<file path="src/sv/single_phase_dq_current_regulator_assert.svh">
// ----------------------------------------------------------------------------
// Assertion macros
// Immediate-implication and next-cycle-implication property wrappers,
// clocked on clk and disabled in reset.
// ----------------------------------------------------------------------------
`ifndef SINGLE_PHASE_DQ_CURRENT_REGULATOR_ASSERT_SVH
`define SINGLE_PHASE_DQ_CURRENT_REGULATOR_ASSERT_SVH

`ifndef SYNTHESIS
`define SPDQ_ASSERT_NOW(label, ante, cons) \
  label: assert property (@(posedge clk) disable iff (!rst_n) (ante) |-> (cons)) \
    else $error("spdq assertion failed");
`define SPDQ_ASSERT_NEXT(label, ante, cons) \
  label: assert property (@(posedge clk) disable iff (!rst_n) (ante) |=> (cons)) \
    else $error("spdq assertion failed");
`else
`define SPDQ_ASSERT_NOW(label, ante, cons)
`define SPDQ_ASSERT_NEXT(label, ante, cons)
`endif

`endif

</file>
<file path="src/sv/spdq_pkg.sv">
// ----------------------------------------------------------------------------
// spdq_pkg
// Types, constants and the sine table shared by the dq current regulator.
// ----------------------------------------------------------------------------
package spdq_pkg;

  localparam int DELAY_DEPTH  = 128;
  localparam int SAMPLE_WIDTH = 16;
  localparam int IDX_W        = $clog2(DELAY_DEPTH);

  localparam int CFG_IDX_W = 3;
  localparam int CFG_W     = 16;
  localparam int REF_W     = 17;
  localparam int INT_W     = 24;
  localparam int SIN_W     = 17;
  localparam int ROOT_W    = 15;
  localparam int HI_SH     = 18;

  localparam int ID_W  = SAMPLE_WIDTH + 2;
  localparam int ERR_W = ((ID_W > REF_W) ? ID_W : REF_W) + 1;
  localparam int V_W   = ERR_W + HI_SH;
  localparam int MA_W  = (ERR_W > HI_SH + 1) ? ERR_W : HI_SH + 1;
  localparam int MB_W  = 17;
  localparam int P_W   = MA_W + MB_W;
  localparam int ACC_W = P_W + HI_SH + 2;

  localparam int COSPHI_LO = 16384;
  localparam int COSPHI_HI = 32768;
  localparam int INTEG_LIM = 1048576;
  localparam int DUTY_LO   = 3277;
  localparam int DUTY_HI   = 62259;

  localparam logic [CFG_IDX_W-1:0] REG_LOAD_TYPE    = 3'd0;
  localparam logic [CFG_IDX_W-1:0] REG_POWER_FACTOR = 3'd1;
  localparam logic [CFG_IDX_W-1:0] REG_CURRENT_AMP  = 3'd2;
  localparam logic [CFG_IDX_W-1:0] REG_D_PROP_GAIN  = 3'd3;
  localparam logic [CFG_IDX_W-1:0] REG_D_INTEG_GAIN = 3'd4;
  localparam logic [CFG_IDX_W-1:0] REG_Q_PROP_GAIN  = 3'd5;
  localparam logic [CFG_IDX_W-1:0] REG_Q_INTEG_GAIN = 3'd6;

  localparam logic [1:0] LOAD_INDUCTIVE  = 2'd1;
  localparam logic [1:0] LOAD_CAPACITIVE = 2'd2;

  typedef enum logic [4:0] {
    ST_IDLE, ST_FETCH, ST_COS,
    ST_X1, ST_X2, ST_X3, ST_X4, ST_X5, ST_X6, ST_X7,
    ST_X8, ST_X9, ST_X10, ST_X11, ST_X12, ST_X13, ST_X14,
    ST_OUT,
    ST_RCC, ST_RV, ST_RSM, ST_RSC, ST_RD, ST_RQ, ST_RF
  } state_t;

  typedef enum logic [3:0] {
    A_IA, A_IB, A_ED, A_EQ, A_VDH, A_VDL, A_VQH, A_VQL, A_CCL, A_TRIAL, A_AMP
  } a_sel_t;

  typedef enum logic [3:0] {
    B_C, B_S, B_KID, B_KIQ, B_KPD, B_KPQ, B_CCL, B_TRIAL, B_ROOT
  } b_sel_t;

  typedef enum logic [2:0] {
    ACC_HOLD, ACC_LOAD, ACC_ADD, ACC_SUB, ACC_LOAD_HI, ACC_SUB_HI
  } acc_op_t;

  typedef struct packed {
    a_sel_t  a_sel;
    b_sel_t  b_sel;
    acc_op_t acc_op;
    logic    capture;
    logic    cfg_we;
    logic    fetch;
    logic    cos_ld;
    logic    id_ld;
    logic    ed_ld;
    logic    eq_ld;
    logic    dint_ld;
    logic    qint_ld;
    logic    vd_ld;
    logic    vq_ld;
    logic    duty_ld;
    logic    sq_init;
    logic    sq_cmp;
    logic    dref_ld;
    logic    qref_ld;
  } cmd_t;

  localparam logic [15:0] QSIN_TAB [65] = '{
    16'd0, 16'd804, 16'd1608, 16'd2411, 16'd3212, 16'd4011, 16'd4808, 16'd5602,
    16'd6393, 16'd7180, 16'd7962, 16'd8740, 16'd9512, 16'd10279, 16'd11039,
    16'd11793, 16'd12540, 16'd13279, 16'd14010, 16'd14733, 16'd15447,
    16'd16151, 16'd16846, 16'd17531, 16'd18205, 16'd18868, 16'd19520,
    16'd20160, 16'd20788, 16'd21403, 16'd22006, 16'd22595, 16'd23170,
    16'd23732, 16'd24279, 16'd24812, 16'd25330, 16'd25833, 16'd26319,
    16'd26790, 16'd27245, 16'd27684, 16'd28106, 16'd28511, 16'd28898,
    16'd29269, 16'd29622, 16'd29957, 16'd30273, 16'd30572, 16'd30852,
    16'd31114, 16'd31357, 16'd31581, 16'd31786, 16'd31972, 16'd32138,
    16'd32285, 16'd32413, 16'd32521, 16'd32610, 16'd32679, 16'd32729,
    16'd32758, 16'd32768
  };

  // Q1.15 sine of a 16-bit phase, interpolated on the low 8 bits
  function automatic logic signed [SIN_W-1:0] sin_q15(input logic [15:0] ph);
    logic [14:0] x;
    logic [6:0]  i;
    logic [7:0]  f;
    logic [15:0] base;
    logic [9:0]  diff;
    logic [17:0] prod;
    logic [15:0] mag;
    x = ph[14] ? 15'(15'd16384 - {1'b0, ph[13:0]}) : {1'b0, ph[13:0]};
    i = x[14:8];
    f = x[7:0];
    if (i >= 7'd64) begin
      mag = QSIN_TAB[64];
    end else begin
      base = QSIN_TAB[i[5:0]];
      diff = 10'(QSIN_TAB[7'(i + 7'd1)] - base);
      prod = 18'(diff * f) + 18'd128;
      mag  = base + 16'(prod[17:8]);
    end
    sin_q15 = ph[15] ? -SIN_W'(signed'({1'b0, mag})) : SIN_W'(signed'({1'b0, mag}));
  endfunction

endpackage

</file>
<file path="src/sv/spdq_ctrl.sv">
// ----------------------------------------------------------------------------
// spdq_ctrl
// Sequencer: item steps, reference recompute and output register valid.
// ----------------------------------------------------------------------------
`include "single_phase_dq_current_regulator_assert.svh"

module spdq_ctrl
  import spdq_pkg::*;
(
  input  logic                 clk,
  input  logic                 rst_n,
  input  logic                 in_valid,
  output logic                 in_ready,
  input  logic                 cfg_valid,
  input  logic [CFG_IDX_W-1:0] cfg_index,
  output logic                 cfg_ready,
  output logic                 out_valid,
  input  logic                 out_ready,
  input  logic                 sq_last,
  output cmd_t                 cmd
);

  state_t state_r, state_nxt;
  logic   out_valid_r, out_valid_nxt;
  logic   ref_write;

  assign cfg_ready = (state_r == ST_IDLE);
  assign in_ready  = (state_r == ST_IDLE) && !cfg_valid;
  assign out_valid = out_valid_r;
  assign ref_write = (cfg_index == REG_LOAD_TYPE) || (cfg_index == REG_POWER_FACTOR) ||
                     (cfg_index == REG_CURRENT_AMP);

  always_ff @(posedge clk) begin
    if (!rst_n) begin
      state_r     <= ST_IDLE;
      out_valid_r <= 1'b0;
    end else begin
      state_r     <= state_nxt;
      out_valid_r <= out_valid_nxt;
    end
  end

  always_comb begin
    state_nxt     = state_r;
    out_valid_nxt = out_valid_r && !out_ready;
    cmd           = '0;
    cmd.a_sel     = A_IA;
    cmd.b_sel     = B_C;
    cmd.acc_op    = ACC_HOLD;
    unique case (state_r)
      ST_IDLE: begin
        if (cfg_valid) begin
          cmd.cfg_we = 1'b1;
          if (ref_write) begin
            state_nxt = ST_RCC;
          end
        end else if (in_valid) begin
          cmd.capture = 1'b1;
          state_nxt   = ST_FETCH;
        end
      end
      ST_FETCH: begin
        cmd.fetch = 1'b1;
        state_nxt = ST_COS;
      end
      ST_COS: begin
        cmd.cos_ld = 1'b1;
        state_nxt  = ST_X1;
      end
      ST_X1: begin
        cmd.a_sel = A_IA; cmd.b_sel = B_C;
        state_nxt = ST_X2;
      end
      ST_X2: begin
        cmd.a_sel = A_IB; cmd.b_sel = B_S; cmd.acc_op = ACC_LOAD;
        state_nxt = ST_X3;
      end
      ST_X3: begin
        cmd.a_sel = A_IB; cmd.b_sel = B_C; cmd.acc_op = ACC_ADD;
        state_nxt = ST_X4;
      end
      ST_X4: begin
        cmd.a_sel = A_IA; cmd.b_sel = B_S; cmd.acc_op = ACC_LOAD;
        cmd.id_ld = 1'b1;
        state_nxt = ST_X5;
      end
      ST_X5: begin
        cmd.acc_op = ACC_SUB; cmd.ed_ld = 1'b1;
        state_nxt  = ST_X6;
      end
      ST_X6: begin
        cmd.a_sel = A_ED; cmd.b_sel = B_KID; cmd.eq_ld = 1'b1;
        state_nxt = ST_X7;
      end
      ST_X7: begin
        cmd.a_sel = A_EQ; cmd.b_sel = B_KIQ; cmd.dint_ld = 1'b1;
        state_nxt = ST_X8;
      end
      ST_X8: begin
        cmd.a_sel = A_ED; cmd.b_sel = B_KPD; cmd.qint_ld = 1'b1;
        state_nxt = ST_X9;
      end
      ST_X9: begin
        cmd.a_sel = A_EQ; cmd.b_sel = B_KPQ; cmd.vd_ld = 1'b1;
        state_nxt = ST_X10;
      end
      ST_X10: begin
        cmd.a_sel = A_VDH; cmd.b_sel = B_C; cmd.vq_ld = 1'b1;
        state_nxt = ST_X11;
      end
      ST_X11: begin
        cmd.a_sel = A_VDL; cmd.b_sel = B_C; cmd.acc_op = ACC_LOAD_HI;
        state_nxt = ST_X12;
      end
      ST_X12: begin
        cmd.a_sel = A_VQH; cmd.b_sel = B_S; cmd.acc_op = ACC_ADD;
        state_nxt = ST_X13;
      end
      ST_X13: begin
        cmd.a_sel = A_VQL; cmd.b_sel = B_S; cmd.acc_op = ACC_SUB_HI;
        state_nxt = ST_X14;
      end
      ST_X14: begin
        cmd.acc_op = ACC_SUB;
        state_nxt  = ST_OUT;
      end
      ST_OUT: begin
        if (!out_valid_r || out_ready) begin
          cmd.duty_ld   = 1'b1;
          out_valid_nxt = 1'b1;
          state_nxt     = ST_IDLE;
        end
      end
      ST_RCC: begin
        cmd.a_sel = A_CCL; cmd.b_sel = B_CCL;
        state_nxt = ST_RV;
      end
      ST_RV: begin
        cmd.sq_init = 1'b1;
        state_nxt   = ST_RSM;
      end
      ST_RSM: begin
        cmd.a_sel = A_TRIAL; cmd.b_sel = B_TRIAL;
        state_nxt = ST_RSC;
      end
      ST_RSC: begin
        cmd.sq_cmp = 1'b1;
        state_nxt  = sq_last ? ST_RD : ST_RSM;
      end
      ST_RD: begin
        cmd.a_sel = A_AMP; cmd.b_sel = B_CCL;
        state_nxt = ST_RQ;
      end
      ST_RQ: begin
        cmd.a_sel = A_AMP; cmd.b_sel = B_ROOT; cmd.dref_ld = 1'b1;
        state_nxt = ST_RF;
      end
      ST_RF: begin
        cmd.qref_ld = 1'b1;
        state_nxt   = ST_IDLE;
      end
      default: begin
        state_nxt = ST_IDLE;
      end
    endcase
  end

  `SPDQ_ASSERT_NEXT(a_accept_fetch, in_valid && in_ready, state_r == ST_FETCH)
  `SPDQ_ASSERT_NEXT(a_ref_start, cfg_valid && cfg_ready && ref_write, state_r == ST_RCC)
  `SPDQ_ASSERT_NEXT(a_out_hold, state_r == ST_OUT && out_valid_r && !out_ready,
                    state_r == ST_OUT && out_valid_r)
  `SPDQ_ASSERT_NEXT(a_root_done, state_r == ST_RSC && sq_last, state_r == ST_RD)
  `SPDQ_ASSERT_NOW(a_busy_closed, state_r != ST_IDLE, !in_ready && !cfg_ready)

endmodule

</file>
<file path="config.mk">
export PLATFORM = sky130hd
export DESIGN_NAME = spdq_ctrl
export DESIGN_NICKNAME = d
export VERILOG_FILES = /design/src/sv/spdq_pkg.sv /design/src/sv/spdq_ctrl.sv
export VERILOG_INCLUDE_DIRS = /design/src /design/src/sv
export SDC_FILE = /design/constraint.sdc
export NUM_CORES = 1
export LEC_CHECK = 0
export ABC_AREA = 1
export BUFFER_PORTS_ARGS = -buffer_cell sky130_fd_sc_hd__buf_2
export CORE_MARGIN = 2
export CORE_UTILIZATION = 25
export DETAILED_ROUTE_END_ITERATION = 10
export SETUP_SLACK_MARGIN = 0.3
export SYNTH_ARGS = -nofsm -noshare
export SYNTH_HDL_FRONTEND = slang
export SYNTH_SLANG_ARGS = --single-unit
</file>
<file path="constraint.sdc">
create_clock -name clk -period 1.6 [get_ports clk]
set_input_delay 0.24 -clock clk [delete_from_list [all_inputs] [get_ports clk]]
set_output_delay 0.24 -clock clk [all_outputs]
set_load 0.01 [all_outputs]
</file>
=== After elaboration in Yosys (flattened, before gate mapping) ===
Index checks and enable logic that the tools add are counted.

* Flip-flop bits (word level): 6
* Input bits: 9
* Output and inout port bits: 30
* Logic and storage cells: 74

* Eq/ne operators: 29
* Mux-type cells: 29
* Reductions and logical operators: 14

{| class="wikitable"
|+ Operator list
! operator !! count
|-
| $pmux 5 s24 || 1
|-
| $pmux 8 s15 || 1
|-
| $eq 5x5->1 const B || 9
|-
| $eq 5x4->1 const B || 8
|-
| $eq 5x3->1 const B || 4
|-
| $mux 1 || 20
|-
| $mux 5 || 4
|-
| $pmux 3 s5 || 1
|-
| $eq 5x2->1 const B || 2
|-
| $reduce_or 2->1 || 3
|-
| $eq 5x1->1 const B || 1
|-
| $logic_not 5->1 || 1
|-
| $mux 2 || 2
|-
| $eq 3x1->1 const B || 1
|-
| $eq 3x2->1 const B || 1
|-
| $logic_not 1->1 || 3
|-
| $logic_not 3->1 || 1
|-
| $logic_or 1x1->1 || 3
|-
| $ne 3x2->1 const B || 1
|-
| $ne 3x3->1 const B || 1
|-
| $reduce_and 3->1 || 1
|-
| $logic_and 1x1->1 || 2
|-
| $ne 2x2->1 const B || 1
|}

=== Depth between registers and ports, before layout ===
* Word-level depth: 6
* Depth in mapped cells: 9
* Depth with buffers taken out: 9

=== Worst setup path before layout ===
No wires, ideal clock.

* Path type: reg-to-output
* Start point: register state_r[1]
* End point: output port cmd[16] (netlist name)
* Arrival time: 1.169 ns
* Data required time: 1.360 ns
* Path slack: 0.191 ns
* Cell stages (with the launch flop): 7
* Path buffers: 0
* Cells stage by stage: dfxtp_1 > nand2_1 > nor2_1 > inv_1 > nor2_1 > a31oi_1 > nand3_1

{| class="wikitable"
|+ RTL lines
! item !! RTL line !! source
|-
| start: declaration || spdq_ctrl.sv:23 || <nowiki>state_t state_r, state_nxt;</nowiki>
|-
| start signal: assignment || spdq_ctrl.sv:38 || <nowiki>state_r <= state_nxt;</nowiki>
|-
| end: declaration || spdq_ctrl.sv:20 || <nowiki>output cmd_t cmd</nowiki>
|}

==> results by group <==
Layout
  • Multi-input gate area: 732 um^2
  • Seq. cell area: 139 um^2
  • Area Overhead vs Synth: 122%
  • Ratio of cells with drive above 1 in the final layout: 62.6%
  • Number of antenna diodes: 0
  • Final nets: 222
  • Commonest non-fill, non-tap cell in the layout: buf_2
  • Fillers: 241
  • Fin util: a little under three fifths
  • Most frequent cells in the layout: 31 x buf_2, 20 x nand2_1, 18 x nor2_1, 18 x buf_6

Yosys
  • Syn avg cell area: roughly 4.9 um^2
  • Yosys Warn Count: 0
  • Post-Syn Nets: between 150 and 200
  • Synth Cell Area: between 600 and 700 um^2
  • Cell count after synthesis: 142
  • Post-synth cell types: 16
  • Yosys reg bits: 6
  • Register area share after synthesis: 17.2%

Floorplan
  • Die height: ~57 um
  • Die width: 56.8 um
  • Die ar.: 3230 um^2
  • Placeable Area: 2710 um^2
  • Initial Util: 25.7%
  • # rows: 19
  • Top-Level Pins: 39

Hold path
  • Worst Min Path Start: rst_n
  • Hold Path Class: primary input to flip-flop
  • Hold EP: state_r[3]
  • Worst Hold Depth: 3

Run
  • # Max-Cap Violations: 0

Route
  • Via/cell ratio: about 4.9
  • WL final: 3240 um
  • WL per Instance: approximately 13 um
  • 1st-iter DRT viols: 36
  • 1st-pass router iterations: 4
  • Vias: 1197
  • DRC errors left: 0
  • Final antenna-violating net count: 0

Clock tree
  • Num CTS Buffers: 3
  • Clock root buffer: clkbuf_4
  • H-tree levels: 1
  • CTS tree: done
  • CTS max path bufs: 2
  • Clk pin slew, worst setup/hold paths: 0.05 ns
  • Hold buffer count at cts: 0
  • Clk_lat worst skew: 0.24 ns
  • Clock sink count: 6

Critical path
  • Crit path buf inv count: 2
  • CP top delay family: simple AND/OR/NAND/NOR gates
  • Crit path max fanout: 8
  • Worst Setup Start Kind: flip-flop
  • Worst EP arrival: 1.38 ns
  • CP peak stage delay: 0.39 ns
  • RR Endpoint: state_r[4]
  • Critical path, cell by cell: nor2_4 > nand3_2 > nand2_2 > inv_1 > nand3_1 > buf_2
  • Flop-to-flop setup slack: 0.14 ns
  • Critical path capture point type: primary output
  • Worst Reg-to-Reg Cells: 10
  • Worst setup path category: flip-flop to primary output
  • Crit-path slowest cell: dfxtp_4
  • RR Startpoint: state_r[4]
  • Worst EP required: 1.36 ns

Timing
  • Max Freq: 0.618 GHz
  • Clock skew: 0.00719 ns
  • Final hold violations: 0
  • RSZ-0062 raised after global routing: true
  • Slew headroom: 82.0%
  • Setup violations, final: 3
  • Max-slew violations: 0
  • Worst-Margin Slew: 0.270 ns
  • Fin crit share: 101%
  • Final min period: 1.62 ns
  • Worst Hold Slack: 0.207 ns
  • Final worst setup slack: -0.0181 ns

Pwr
  • Power density over cell area: 1230 nW/um^2
  • Leakage Power: ~0.88 nW
  • Maximum vdd drop: 0.000754 V

Status
  • Status: finished, violations left
  • Violated checks: negative setup slack

Placement
  • Dpl hpwl: 1910 um
  • RePlAce Congestion: around 0.92
  • Input/output buffers: 38

GRT
  • GRT Overall Usage: 16.8%
  • First-pass GRT wire length: 4280 um
  • Antenna violations before repair: 0
  • GR Overflow Total: 0
  • Vias in the first global route: roughly 1000
  • Largest net degree at the start of global routing: 10
## cells in the mapped netlist
library cell  number  area (um^2)
nor2_1            37          139
buf_4              1         7.51
nor4_1             1         6.26
dfxtp_1            6          120
nand3b_1           1         7.51
inv_1             27          101
o21ai_0            6         30.0
a31oi_1            1         6.26
nor3_1             2         10.0
nand4_1            3         18.8
nand3_1           14         70.1
or2_2              1         6.26
nor2_2             3         18.8
nand2_1           34          128
nor3b_1            1         7.51
a21oi_1            4         20.0
## worst register-to-register path: stages (launching register included)
cell	delay (ns)
dfxtp_4	0.41
buf_6	0.15
nand2_2	0.10
buf_4	0.16
buf_6	0.11
buf_6	0.10
nand2_2	0.04
nor2_1	0.05
nand3_1	0.09
nand2_1	0.05
a21oi_1	0.13
## state kept, by name, indices dropped and copies added (netlist names)
register,flops
out_valid,1
state_r,5
## worst max-delay path by stage
stage / start / endpoint / slack, ns / depth (start not counted)
floorplan: state_r[3] / cmd[0] / 0.33 / 4
global placement: state_r[4] / cmd[16] / 0.07 / 6
detailed placement: state_r[4] / cmd[21] / 0.06 / 5
CTS: state_r[1] / cmd[24] / 0.02 / 8
global route: state_r[1] / cmd[19] / -0.07 / 8
finish: state_r[0] / cmd[20] / -0.02 / 6
## metal layers
metal  GRT usage (%)  routed length (um)  part of all wire, %
met1            18.8                1260                   39
met4            9.63                 159                  4.9
met3            2.07                 183                  5.6
met2            30.2                1640                   51
met5               0                   0                    0
## through the flow
stage	power [W]	TNS [ns]	instance area (um^2)	instances	worst slack, ns
final	0.00190	-0.0428	1540	242	-0.0181
after global routing	0.00200	-0.598	1540	242	-0.0715
after CTS	0.00147	0	1280	231	0.0211
after detailed placement	0.00106	0	976	216	0.0603
after global placement	0.00107	0	976	216	0.0743
after floorplan	0.000764	0	709	142	0.327
## power by group
group / total [W] / internal [W] / leakage, nW / switching (W)
logic: 0.00144 / 0.000636 / 0.812 / 0.000807
registers: 0.000322 / 0.000205 / 0.0525 / 0.000117
clock network: 0.000137 / 0.0000847 / 0.0138 / 0.0000520
## what timing repair did
item                       CTS  global route
resized for setup           68            41
pin swaps                   16            18
cloned                       0             0
setup endpoints to repair   34            34
setup buffers               12            11
## final cells by class
type | count | area share [%]
clock buffer | 3 | 1.46
multi-input combinational | 108 | 47.4
sequential | 6 | 9.00
inverter | 27 | 6.89
tap | 31 | 2.51
timing repair buffer | 67 | 32.7
## cells by family (layout without fill, tap and decap cells)
kind of cell	count (synthesis)	in the layout	share of synthesized area, %
simple gates	97	97	59.1
flops	6	6	17.2
buf+inv	28	97	15.6
compound gates	11	11	8.08
(Power assumes the default switching activity.)
